$ cat src/fdpd_pkg.sv
`default_nettype none
// ----------------------------------------------------------------------------
// fdpd_pkg
// Shared types and constants for the flip-dot pixel pulse driver: frame
// layout, phase encoding and the index-to-driver-address table.
// ----------------------------------------------------------------------------
package fdpd_pkg;

    localparam int FRAME_BITS = 16;
    localparam int BC_W       = $clog2(FRAME_BITS);
    localparam int CFG_W      = 16;
    localparam int IDX_W      = 5;
    localparam int NUM_IDX    = 28;

    // frame bit positions
    localparam int COL_LSB    = 11;
    localparam int ROW_LSB    = 1;
    localparam int BIT_DATA   = 8;
    localparam int BIT_EN_OFF = 9;
    localparam int BIT_EN_ON  = 10;

    // configuration register indexes
    localparam logic CFG_PULSE_TICKS  = 1'b0;
    localparam logic CFG_SETTLE_TICKS = 1'b1;

    localparam logic [CFG_W-1:0] TICKS_RESET = 16'd300;

    typedef enum logic [4:0] {
        PH_IDLE       = 5'b00001,
        PH_SHIFT_DATA = 5'b00010,
        PH_PULSE      = 5'b00100,
        PH_SHIFT_ZERO = 5'b01000,
        PH_SETTLE     = 5'b10000
    } phase_t;

    // driver address skips every code divisible by eight
    localparam logic [IDX_W-1:0] ADDR_CODE [NUM_IDX] = '{
        5'd1,  5'd2,  5'd3,  5'd4,  5'd5,  5'd6,  5'd7,
        5'd9,  5'd10, 5'd11, 5'd12, 5'd13, 5'd14, 5'd15,
        5'd17, 5'd18, 5'd19, 5'd20, 5'd21, 5'd22, 5'd23,
        5'd25, 5'd26, 5'd27, 5'd28, 5'd29, 5'd30, 5'd31
    };

endpackage
`default_nettype wire

$ cat src/flip_dot_pixel_pulse_driver.sv
`default_nettype none
// ----------------------------------------------------------------------------
// flip_dot_pixel_pulse_driver
// Steps the shift-register and coil-enable pins of a flip-dot panel, one
// beat per tick or set-dot command, one result beat of pin levels per input.
// ----------------------------------------------------------------------------
// For every input beat, the sequencer state and the result register update
// at the edge that accepts the beat, and a new beat is taken in every cycle
// while the result register is empty or being drained. A set-dot command
// (kind 1) loads a 16-bit driver frame when the block is idle and both
// indexes are below 28; otherwise it is refused (accepted 0). Tick beats
// (kind 0) then shift the frame MSB first at two ticks per bit with latch
// low, hold drive_enable high for pulse_ticks results, shift sixteen zero
// bits and wait settle_ticks ticks before busy_res drops. Register value
// zero counts as one. Configuration writes apply at the next wait load.
module flip_dot_pixel_pulse_driver
    import fdpd_pkg::*;
(
    input  wire logic             aclk,
    input  wire logic             aresetn,

    input  wire logic             cfg_we,
    input  wire logic             cfg_index,
    input  wire logic [CFG_W-1:0] cfg_wdata,

    input  wire logic             s_valid,
    output logic                  s_ready,
    input  wire logic             s_kind,
    input  wire logic [IDX_W-1:0] s_col,
    input  wire logic [IDX_W-1:0] s_row,
    input  wire logic             s_dot_on,

    output logic                  m_valid,
    input  wire logic             m_ready,
    output logic                  m_shift_clock,
    output logic                  m_shift_data,
    output logic                  m_latch,
    output logic                  m_drive_enable,
    output logic                  m_busy_res,
    output logic                  m_accepted
);

    logic [CFG_W-1:0]      pulse_ticks_reg;
    logic [CFG_W-1:0]      settle_ticks_reg;

    phase_t                phase_reg, phase_next;
    logic [FRAME_BITS-1:0] word_reg, word_next;
    logic [BC_W-1:0]       bit_count_reg, bit_count_next;
    logic                  half_reg, half_next;
    logic [CFG_W-1:0]      wait_reg, wait_next;
    logic                  data_reg, data_next;

    logic                  m_valid_reg;
    logic                  clk_out_reg, data_out_reg, latch_reg;
    logic                  enable_reg, busy_reg, accepted_reg;

    logic                  take;
    logic                  cmd_ok;
    logic                  accepted_next;
    logic                  shifting_next;
    logic [IDX_W-1:0]      col_idx, row_idx;
    logic [FRAME_BITS-1:0] frame;
    logic [CFG_W-1:0]      pulse_load, settle_load;
    logic                  shift_done;
    logic                  last_bit;

    assign s_ready = !m_valid_reg || m_ready;
    assign take    = s_valid && s_ready;

    // configuration
    always_ff @(posedge aclk) begin
        if (!aresetn) begin
            pulse_ticks_reg  <= TICKS_RESET;
            settle_ticks_reg <= TICKS_RESET;
        end else if (cfg_we) begin
            unique case (cfg_index)
                CFG_PULSE_TICKS:  pulse_ticks_reg  <= cfg_wdata;
                CFG_SETTLE_TICKS: settle_ticks_reg <= cfg_wdata;
                default:          ;
            endcase
        end
    end

    assign pulse_load  = (pulse_ticks_reg == '0) ? CFG_W'(1) : pulse_ticks_reg;
    assign settle_load = (settle_ticks_reg == '0) ? CFG_W'(1) : settle_ticks_reg;

    // frame build
    assign cmd_ok  = (phase_reg == PH_IDLE) && (s_col < IDX_W'(NUM_IDX))
                     && (s_row < IDX_W'(NUM_IDX));
    assign col_idx = (s_col < IDX_W'(NUM_IDX)) ? s_col : '0;
    assign row_idx = (s_row < IDX_W'(NUM_IDX)) ? s_row : '0;

    always_comb begin
        frame = '0;
        frame[COL_LSB +: IDX_W] = ADDR_CODE[col_idx];
        frame[ROW_LSB +: IDX_W] = ADDR_CODE[row_idx];
        frame[BIT_DATA]         = s_dot_on;
        frame[BIT_EN_ON]        = s_dot_on;
        frame[BIT_EN_OFF]       = !s_dot_on;
    end

    assign last_bit = (bit_count_reg == BC_W'(FRAME_BITS - 1));

    // sequencer
    always_comb begin
        phase_next     = phase_reg;
        word_next      = word_reg;
        bit_count_next = bit_count_reg;
        half_next      = half_reg;
        wait_next      = wait_reg;
        data_next      = data_reg;
        accepted_next  = 1'b0;
        shift_done     = 1'b0;

        if (take) begin
            if (s_kind) begin
                if (cmd_ok) begin
                    word_next      = frame;
                    bit_count_next = '0;
                    half_next      = 1'b0;
                    phase_next     = PH_SHIFT_DATA;
                    accepted_next  = 1'b1;
                end
            end else begin
                // shared shift step for both shift phases
                if (phase_reg == PH_SHIFT_DATA || phase_reg == PH_SHIFT_ZERO) begin
                    if (!half_reg) begin
                        data_next = word_reg[FRAME_BITS-1];
                        half_next = 1'b1;
                    end else begin
                        word_next      = {word_reg[FRAME_BITS-2:0], 1'b0};
                        bit_count_next = last_bit ? '0 : bit_count_reg + BC_W'(1);
                        half_next      = 1'b0;
                        shift_done     = last_bit;
                    end
                end

                unique case (phase_reg)
                    PH_IDLE: ;
                    PH_SHIFT_DATA: begin
                        if (shift_done) begin
                            phase_next = PH_PULSE;
                            wait_next  = pulse_load;
                        end
                    end
                    PH_PULSE: begin
                        wait_next = wait_reg - CFG_W'(1);
                        if (wait_next == '0) begin
                            phase_next     = PH_SHIFT_ZERO;
                            word_next      = '0;
                            bit_count_next = '0;
                            half_next      = 1'b0;
                        end
                    end
                    PH_SHIFT_ZERO: begin
                        if (shift_done) begin
                            phase_next = PH_SETTLE;
                            wait_next  = settle_load;
                        end
                    end
                    PH_SETTLE: begin
                        wait_next = wait_reg - CFG_W'(1);
                        if (wait_next == '0) begin
                            phase_next = PH_IDLE;
                        end
                    end
                    default: phase_next = PH_IDLE;
                endcase
            end
        end
    end

    assign shifting_next = (phase_next == PH_SHIFT_DATA) || (phase_next == PH_SHIFT_ZERO);

    always_ff @(posedge aclk) begin
        if (!aresetn) begin
            phase_reg     <= PH_IDLE;
            word_reg      <= '0;
            bit_count_reg <= '0;
            half_reg      <= 1'b0;
            wait_reg      <= '0;
            data_reg      <= 1'b0;
        end else begin
            phase_reg     <= phase_next;
            word_reg      <= word_next;
            bit_count_reg <= bit_count_next;
            half_reg      <= half_next;
            wait_reg      <= wait_next;
            data_reg      <= data_next;
        end
    end

    // result register: pin levels after the beat
    always_ff @(posedge aclk) begin
        if (!aresetn) begin
            m_valid_reg <= 1'b0;
        end else if (take) begin
            m_valid_reg <= 1'b1;
        end else if (m_ready) begin
            m_valid_reg <= 1'b0;
        end
    end

    always_ff @(posedge aclk) begin
        if (take) begin
            clk_out_reg  <= !(shifting_next && half_next);
            data_out_reg <= data_next;
            latch_reg    <= !(shifting_next && (bit_count_next != '0 || half_next));
            enable_reg   <= (phase_next == PH_PULSE);
            busy_reg     <= (phase_next != PH_IDLE);
            accepted_reg <= accepted_next;
        end
    end

    assign m_valid        = m_valid_reg;
    assign m_shift_clock  = clk_out_reg;
    assign m_shift_data   = data_out_reg;
    assign m_latch        = latch_reg;
    assign m_drive_enable = enable_reg;
    assign m_busy_res     = busy_reg;
    assign m_accepted     = accepted_reg;

`ifndef ASSERT_OFF
    a_busy_refuses: assert property (@(posedge aclk) disable iff (!aresetn)
        (take && s_kind && phase_reg != PH_IDLE) |=> !m_accepted)
        else $error("command taken while busy");

    a_enable_busy: assert property (@(posedge aclk) disable iff (!aresetn)
        (m_valid && m_drive_enable) |-> m_busy_res)
        else $error("drive enable outside a dot sequence");

    a_count_shift: assert property (@(posedge aclk) disable iff (!aresetn)
        (bit_count_reg != '0) |-> (phase_reg == PH_SHIFT_DATA || phase_reg == PH_SHIFT_ZERO))
        else $error("bit count nonzero outside a shift phase");

    a_wait_live: assert property (@(posedge aclk) disable iff (!aresetn)
        (phase_reg == PH_PULSE || phase_reg == PH_SETTLE) |-> (wait_reg != '0))
        else $error("wait counter zero in a timed phase");
`endif

endmodule
`default_nettype wire
$ cat config.mk
export PLATFORM = sky130hd
export DESIGN_NAME = flip_dot_pixel_pulse_driver
export DESIGN_NICKNAME = d
export VERILOG_FILES = /design/src/fdpd_pkg.sv /design/src/flip_dot_pixel_pulse_driver.sv
export SDC_FILE = /design/constraint.sdc
export NUM_CORES = 1
export LEC_CHECK = 0
export BUFFER_PORTS_ARGS = -buffer_cell sky130_fd_sc_hd__buf_4
export CORE_MARGIN = 2
export CORE_UTILIZATION = 50
export CTS_CLUSTER_SIZE = 20
export DETAILED_ROUTE_END_ITERATION = 16
export PLACE_DENSITY = 0.66
export SYNTH_ARGS = -nofsm -noshare
export SYNTH_HDL_FRONTEND = slang
export SYNTH_SLANG_ARGS = --single-unit
$ cat constraint.sdc
create_clock -name aclk -period 7.3 [get_ports aclk]
set_input_delay 0.365 -clock aclk [delete_from_list [all_inputs] [get_ports aclk]]
set_output_delay 0.365 -clock aclk [all_outputs]
set_load 0.01 [all_outputs]
Word-level counts from Yosys, hierarchy flattened
Memory sizes are Yosys's and may differ from the RTL's.
Index checks and enable logic that the tools add are counted.
- memories: 2
- output and inout port bits: 8
- memory bits (read-only): 320
- bits of input ports: 34
- register bits after elaboration: 82
- multiplexer cells: 51
- equality and inequality tests: 13
- add/subtract/negate cells: 2
- order comparisons: 4
- bitwise logic cells: 4
- reduce and logical (&&, ||, !) cells: 24
- memory list (memory ; depth ; bits a word ; rd ports ; clocked after memory_dff ; write ports ; line ; text):
    (name not given) ; 32 ; 5 ; 1 ; 0 ; 0 ; flip_dot_pixel_pulse_driver.sv:96 ; frame[ROW_LSB +: IDX_W] = ADDR_CODE[row_idx];
    (name not given) ; 32 ; 5 ; 1 ; 0 ; 0 ; flip_dot_pixel_pulse_driver.sv:95 ; frame[COL_LSB +: IDX_W] = ADDR_CODE[col_idx];
- operators with widths (kind ; number):
    $mux 16 ; 10
    $mux 5 ; 13
    $logic_not 16->1 ; 3
    $pmux 16 s3 ; 1
    $mux 4 ; 8
    $pmux 5 s5 ; 1
    $mux 1 ; 18
    $sub 16x1->16 const B ; 1
    $ge 6x6->1 const B ; 2
    $not 5->6 ; 2
    $eq 5x2->1 const B ; 2
    $eq 5x3->1 const B ; 2
    $eq 5x4->1 const B ; 2
    $lt 5x5->1 const B ; 2
    $ne 2x1->1 const B ; 3
    $reduce_and 2->1 ; 3
    $eq 5x1->1 const B ; 1
    $eq 5x5->1 const B ; 1
    $logic_and 1x1->1 ; 5
    $ne 5x1->1 const B ; 1
    $reduce_and 5->1 ; 1
    $add 4x1->4 const B ; 1
    $eq 4x4->1 const B ; 1
    $logic_not 1->1 ; 4
    other kinds (6) ; 10

Longest topological paths before layout
- word-level depth: 13
- mapped depth: 12
- gate-level depth less buffers: 12

Worst setup path before layout
No wires, ideal clock.
- kind: reg-to-reg
- from: reg wait_reg[0]
- to: reg busy_reg, in the netlist m_busy_res (data pin)
- arrival time: 2.671 ns
- path buffers: 0
- setup slack: 4.363 ns
- period minus slack after synthesis: 2.937 ns
- library setup time: 0.266 ns
- stages on the path, launching flop included: 11
- cells stage by stage: dfxtp_1 -> inv_1 -> ha_1 -> nor4b_4 -> nand4_1 -> xnor2_1 -> or4_1 -> nor2_1 -> o21ai_0 -> nor4b_1 -> or3b_1
- longest elaborated chain between the ends: 7
- elaborated cells between the ends (all ways): 8
- RTL lines (element ; line ; text):
    start, declared ; flip_dot_pixel_pulse_driver.sv:50 ; logic [CFG_W-1:0] wait_reg, wait_next;
    start signal, assigned ; flip_dot_pixel_pulse_driver.sv:188 ; wait_reg <= wait_next;
    $sub 16x1->16 * ; flip_dot_pixel_pulse_driver.sv:147, flip_dot_pixel_pulse_driver.sv:162 ;
    $logic_not 16->1 * ; flip_dot_pixel_pulse_driver.sv:148, flip_dot_pixel_pulse_driver.sv:163 ;
    $mux 5, on equally long branches ; flip_dot_pixel_pulse_driver.sv:163, flip_dot_pixel_pulse_driver.sv:148 ;
    $pmux 5 s5 * ; flip_dot_pixel_pulse_driver.sv:138 ; unique case (phase_reg)
    $mux 5 * ; flip_dot_pixel_pulse_driver.sv:116 ; if (s_kind) begin
    $mux 5 * ; flip_dot_pixel_pulse_driver.sv:115 ; if (take) begin
    $ne 5x1->1 * ; flip_dot_pixel_pulse_driver.sv:210 ; busy_reg <= (phase_next != PH_IDLE);
    end signal, assigned ; flip_dot_pixel_pulse_driver.sv:210 ;
    end, declared ; flip_dot_pixel_pulse_driver.sv:55 ; logic enable_reg, busy_reg, accepted_reg;
Every way passes the cells marked *; elsewhere a longest branch is shown, timed or not.
A chain may end at the register's enable or synchronous reset.

Worst setup path after layout
Same ends and word-level chain as after synthesis.

==> impl_metrics.env <==
export IMPL_drive_above_1_share=0.114
export IMPL_syn_to_final_growth_pct=10.5
export IMPL_cts_tree="done"
export IMPL_synth_distinct_cells=71
export IMPL_place_congestion=0.898
export IMPL_setup_viol=0
export IMPL_finalMaxSlewViolations=0
export IMPL_ys_seq_area_frac=0.338
export IMPL_die_y_um=104
export IMPL_path_clk_slew_ns=0.09
export IMPL_routed_wl_um=12900
export IMPL_grtUsageTotal=0.241
export IMPL_num_rows=36
export IMPL_final_setup_worst_slack_ns=3.86
export IMPL_power_leakage_nw=2.27
export IMPL_p_comb_frac=0.130
export IMPL_fin_cells=793
export IMPL_synth_enable_flop_cells=6
export IMPL_pwr_share_clk=0.399
export IMPL_ctsResizeCount=0
export IMPL_grt_remaining_overflow=0
export IMPL_total_power_mw=1.03
export IMPL_drc=0
export IMPL_crit_type="flip-flop to flip-flop"
export IMPL_final_area_mm2=0.00555
export IMPL_place_area_mm2=0.00531
export IMPL_seq_area_mm2=0.00170
export IMPL_p_switching_uw=272
export IMPL_clk_latency_ns=0.36
export IMPL_p_sw_frac=0.264
export IMPL_place_ws_ns=3.96
export IMPL_ir_drop_v=0.0000882
export IMPL_skew_ns=0.0141
export IMPL_synth_warnings=0
export IMPL_tightest_slew_ns=1.13
export IMPL_antenna_found_initial=0
export IMPL_dieArea_mm2=0.0109
export IMPL_drt_initial_drc_count=442
export IMPL_fillers=929
export IMPL_relSlewSlack=0.244
export IMPL_cts_hold_buf=0
export IMPL_whs_ns=0.215
export IMPL_critPathArrivalTime_ns=3.54
export IMPL_outcome="completed"
export IMPL_crit_fanout=7
export IMPL_syn_avg_cell_area_um2=7.78
export IMPL_syn_area_mm2=0.00503
export IMPL_final_cell_mix="nand2_1 (116), dfxtp_1 (76), o21ai_0 (45), nor2_1 (43), buf_4 (42)"
export IMPL_ys_ff_latch=82
export IMPL_final_nets=707
export IMPL_n_antenna_cell=0
export IMPL_cts_root_buffer="clkbuf_8"
export IMPL_clock_sinks=82
export IMPL_p_seq_frac=0.471
export IMPL_synth_fp_nets=698
export IMPL_p_per_area_mw_per_mm2=186
export IMPL_tns_ns=0
export IMPL_cap_violations=0
export IMPL_rsz0062_at_grt="no"
export IMPL_grt_pass1_vias=4323
export IMPL_synth_main_ff_cell="dfxtp_1"
export IMPL_layout_commonest_cell="nand2_1"
export IMPL_cts_buffers=9
export IMPL_hold_viol=0
export IMPL_dp_cells=777
export IMPL_postRouteAntennaNets=0
export IMPL_fin_crit_sh=0.471
export IMPL_start_kind="flip-flop"
export IMPL_io_pins=42
export IMPL_grt_pass1_wl_um=21800
export IMPL_rrSetupSlack_ns=3.86
export IMPL_postLayoutCoreUtil=0.568
export IMPL_core_mm2=0.00977
export IMPL_first_pass_iters=5
export IMPL_critPathCaptureType="flip-flop"
export IMPL_clockBufferDepth=2
export IMPL_post_cts_buffers=0
export IMPL_vias=4701
export IMPL_grt_max_degree=77
export IMPL_async_flop_share=0
export IMPL_final_min_clock_period_ns=3.44
export IMPL_cp_data_required_time_ns=7.40
export IMPL_fmax_mhz=291
export IMPL_multiInputGateArea_mm2=0.00307
export IMPL_h_tree_depth=3
export IMPL_hpwl_um=9290
export IMPL_p_int_uw=758
export IMPL_die_width_um=104
export IMPL_hold_path_class="input pin to flip-flop"
export IMPL_vias_per_cell=5.93
export IMPL_port_buffers=41
export IMPL_start_util=0.514
export IMPL_wl_per_cell_um=16.2
export IMPL_synth_cells=646
## power by group through the flow
stage	clock network (mW)	registers (mW)	logic, mW
after global routing	0.436	0.488	0.151
after detailed placement	0	0.496	0.132
after global placement	0	0.495	0.130
after CTS	0.413	0.485	0.133
after floorplan	0	0.490	0.0917
final	0.411	0.486	0.134
## metal layers
metal / track usage / vias up / share of wire
li1: - / 2349 / -
met1: 0.360 / 2196 / 0.50
met2: 0.355 / 133 / 0.43
met3: 0.0345 / 23 / 0.054
met4: 0.0772 / 0 / 0.018
met5: 0 / - / 0
## Yosys cell counts, drive strengths merged (3+ instances only)
cell     number  area (µm²)
nand2       116         435
o31ai         3        27.5
ha           18         225
mux2i         7        70.1
o221ai        3        26.3
a31oi         8        50.1
and2         16         100
nor4         16         128
o2111ai       4        35.0
clkbuf       43         191
a21boi       31         233
o21ai        46         230
nand3b        4        30.0
or3           3        18.8
inv          15        56.3
nor2b        13        81.3
dfxtp        76        1520
o22ai         5        31.3
xnor2         4        35.0
nor3         14        70.1
nor2         43         161
a22oi         5        37.5
xor2          4        35.0
nor4b         3        41.3
a222oi        4        40.0
a21oi        41         209
edfxtp        6         180
a31o          3        26.3
o211a         6        60.1
nor3b         3        22.5
a221oi       10        87.6
or4           4        37.5
nand2b        5        31.3
nand3        18        90.1
a21o          5        38.8
and3          6        38.8
nand4         6        37.5
## worst paths after layout
kind,from,to,depth (start not counted)
hold reg to reg,word_reg[11]$_SDFFE_PN0P_,word_reg[11]$_SDFFE_PN0P_,2
setup / recovery,wait_reg[0]$_SDFFE_PN0P_,m_busy_res$_DFFE_PP_,10
hold / removal,cfg_wdata[8],settle_ticks_reg[8]$_SDFFE_PN1P_,3
setup reg to reg,wait_reg[0]$_SDFFE_PN0P_,m_busy_res$_DFFE_PP_,10
## logic make-up after synthesis
kind of cell             after synthesis  synth area share
XOR/XNOR                               8            0.0139
AO/OA/AOI/OAI                        189             0.250
flip-flops                            82             0.338
adder cells (fa/ha/maj)               18            0.0448
multiplexers                           9            0.0184
buffers and inverters                 59            0.0515
AND/OR/NAND/NOR                      281             0.283
## final cells by class
cell class,instances,share of cell area
Inverter,15,0.0101
Multi-Input combinational cell,505,0.552
Timing Repair Buffer,42,0.0568
Tap cell,133,0.0300
Clock inverter,7,0.0221
Clock buffer,9,0.0223
Sequential cell,82,0.306
## worst max-delay path, cell delays in order, from the launching register on
cell	delay, ns
dfxtp_1	0.39
inv_1	0.09
ha_1	0.20
nor4b_4	0.39
nand4_1	0.23
xnor2_1	0.26
or4_1	0.53
nor2_1	0.23
o21ai_0	0.14
nor4b_1	0.36
or3b_1	0.38
No activity file was read; power rests on OpenSTA's default activity.
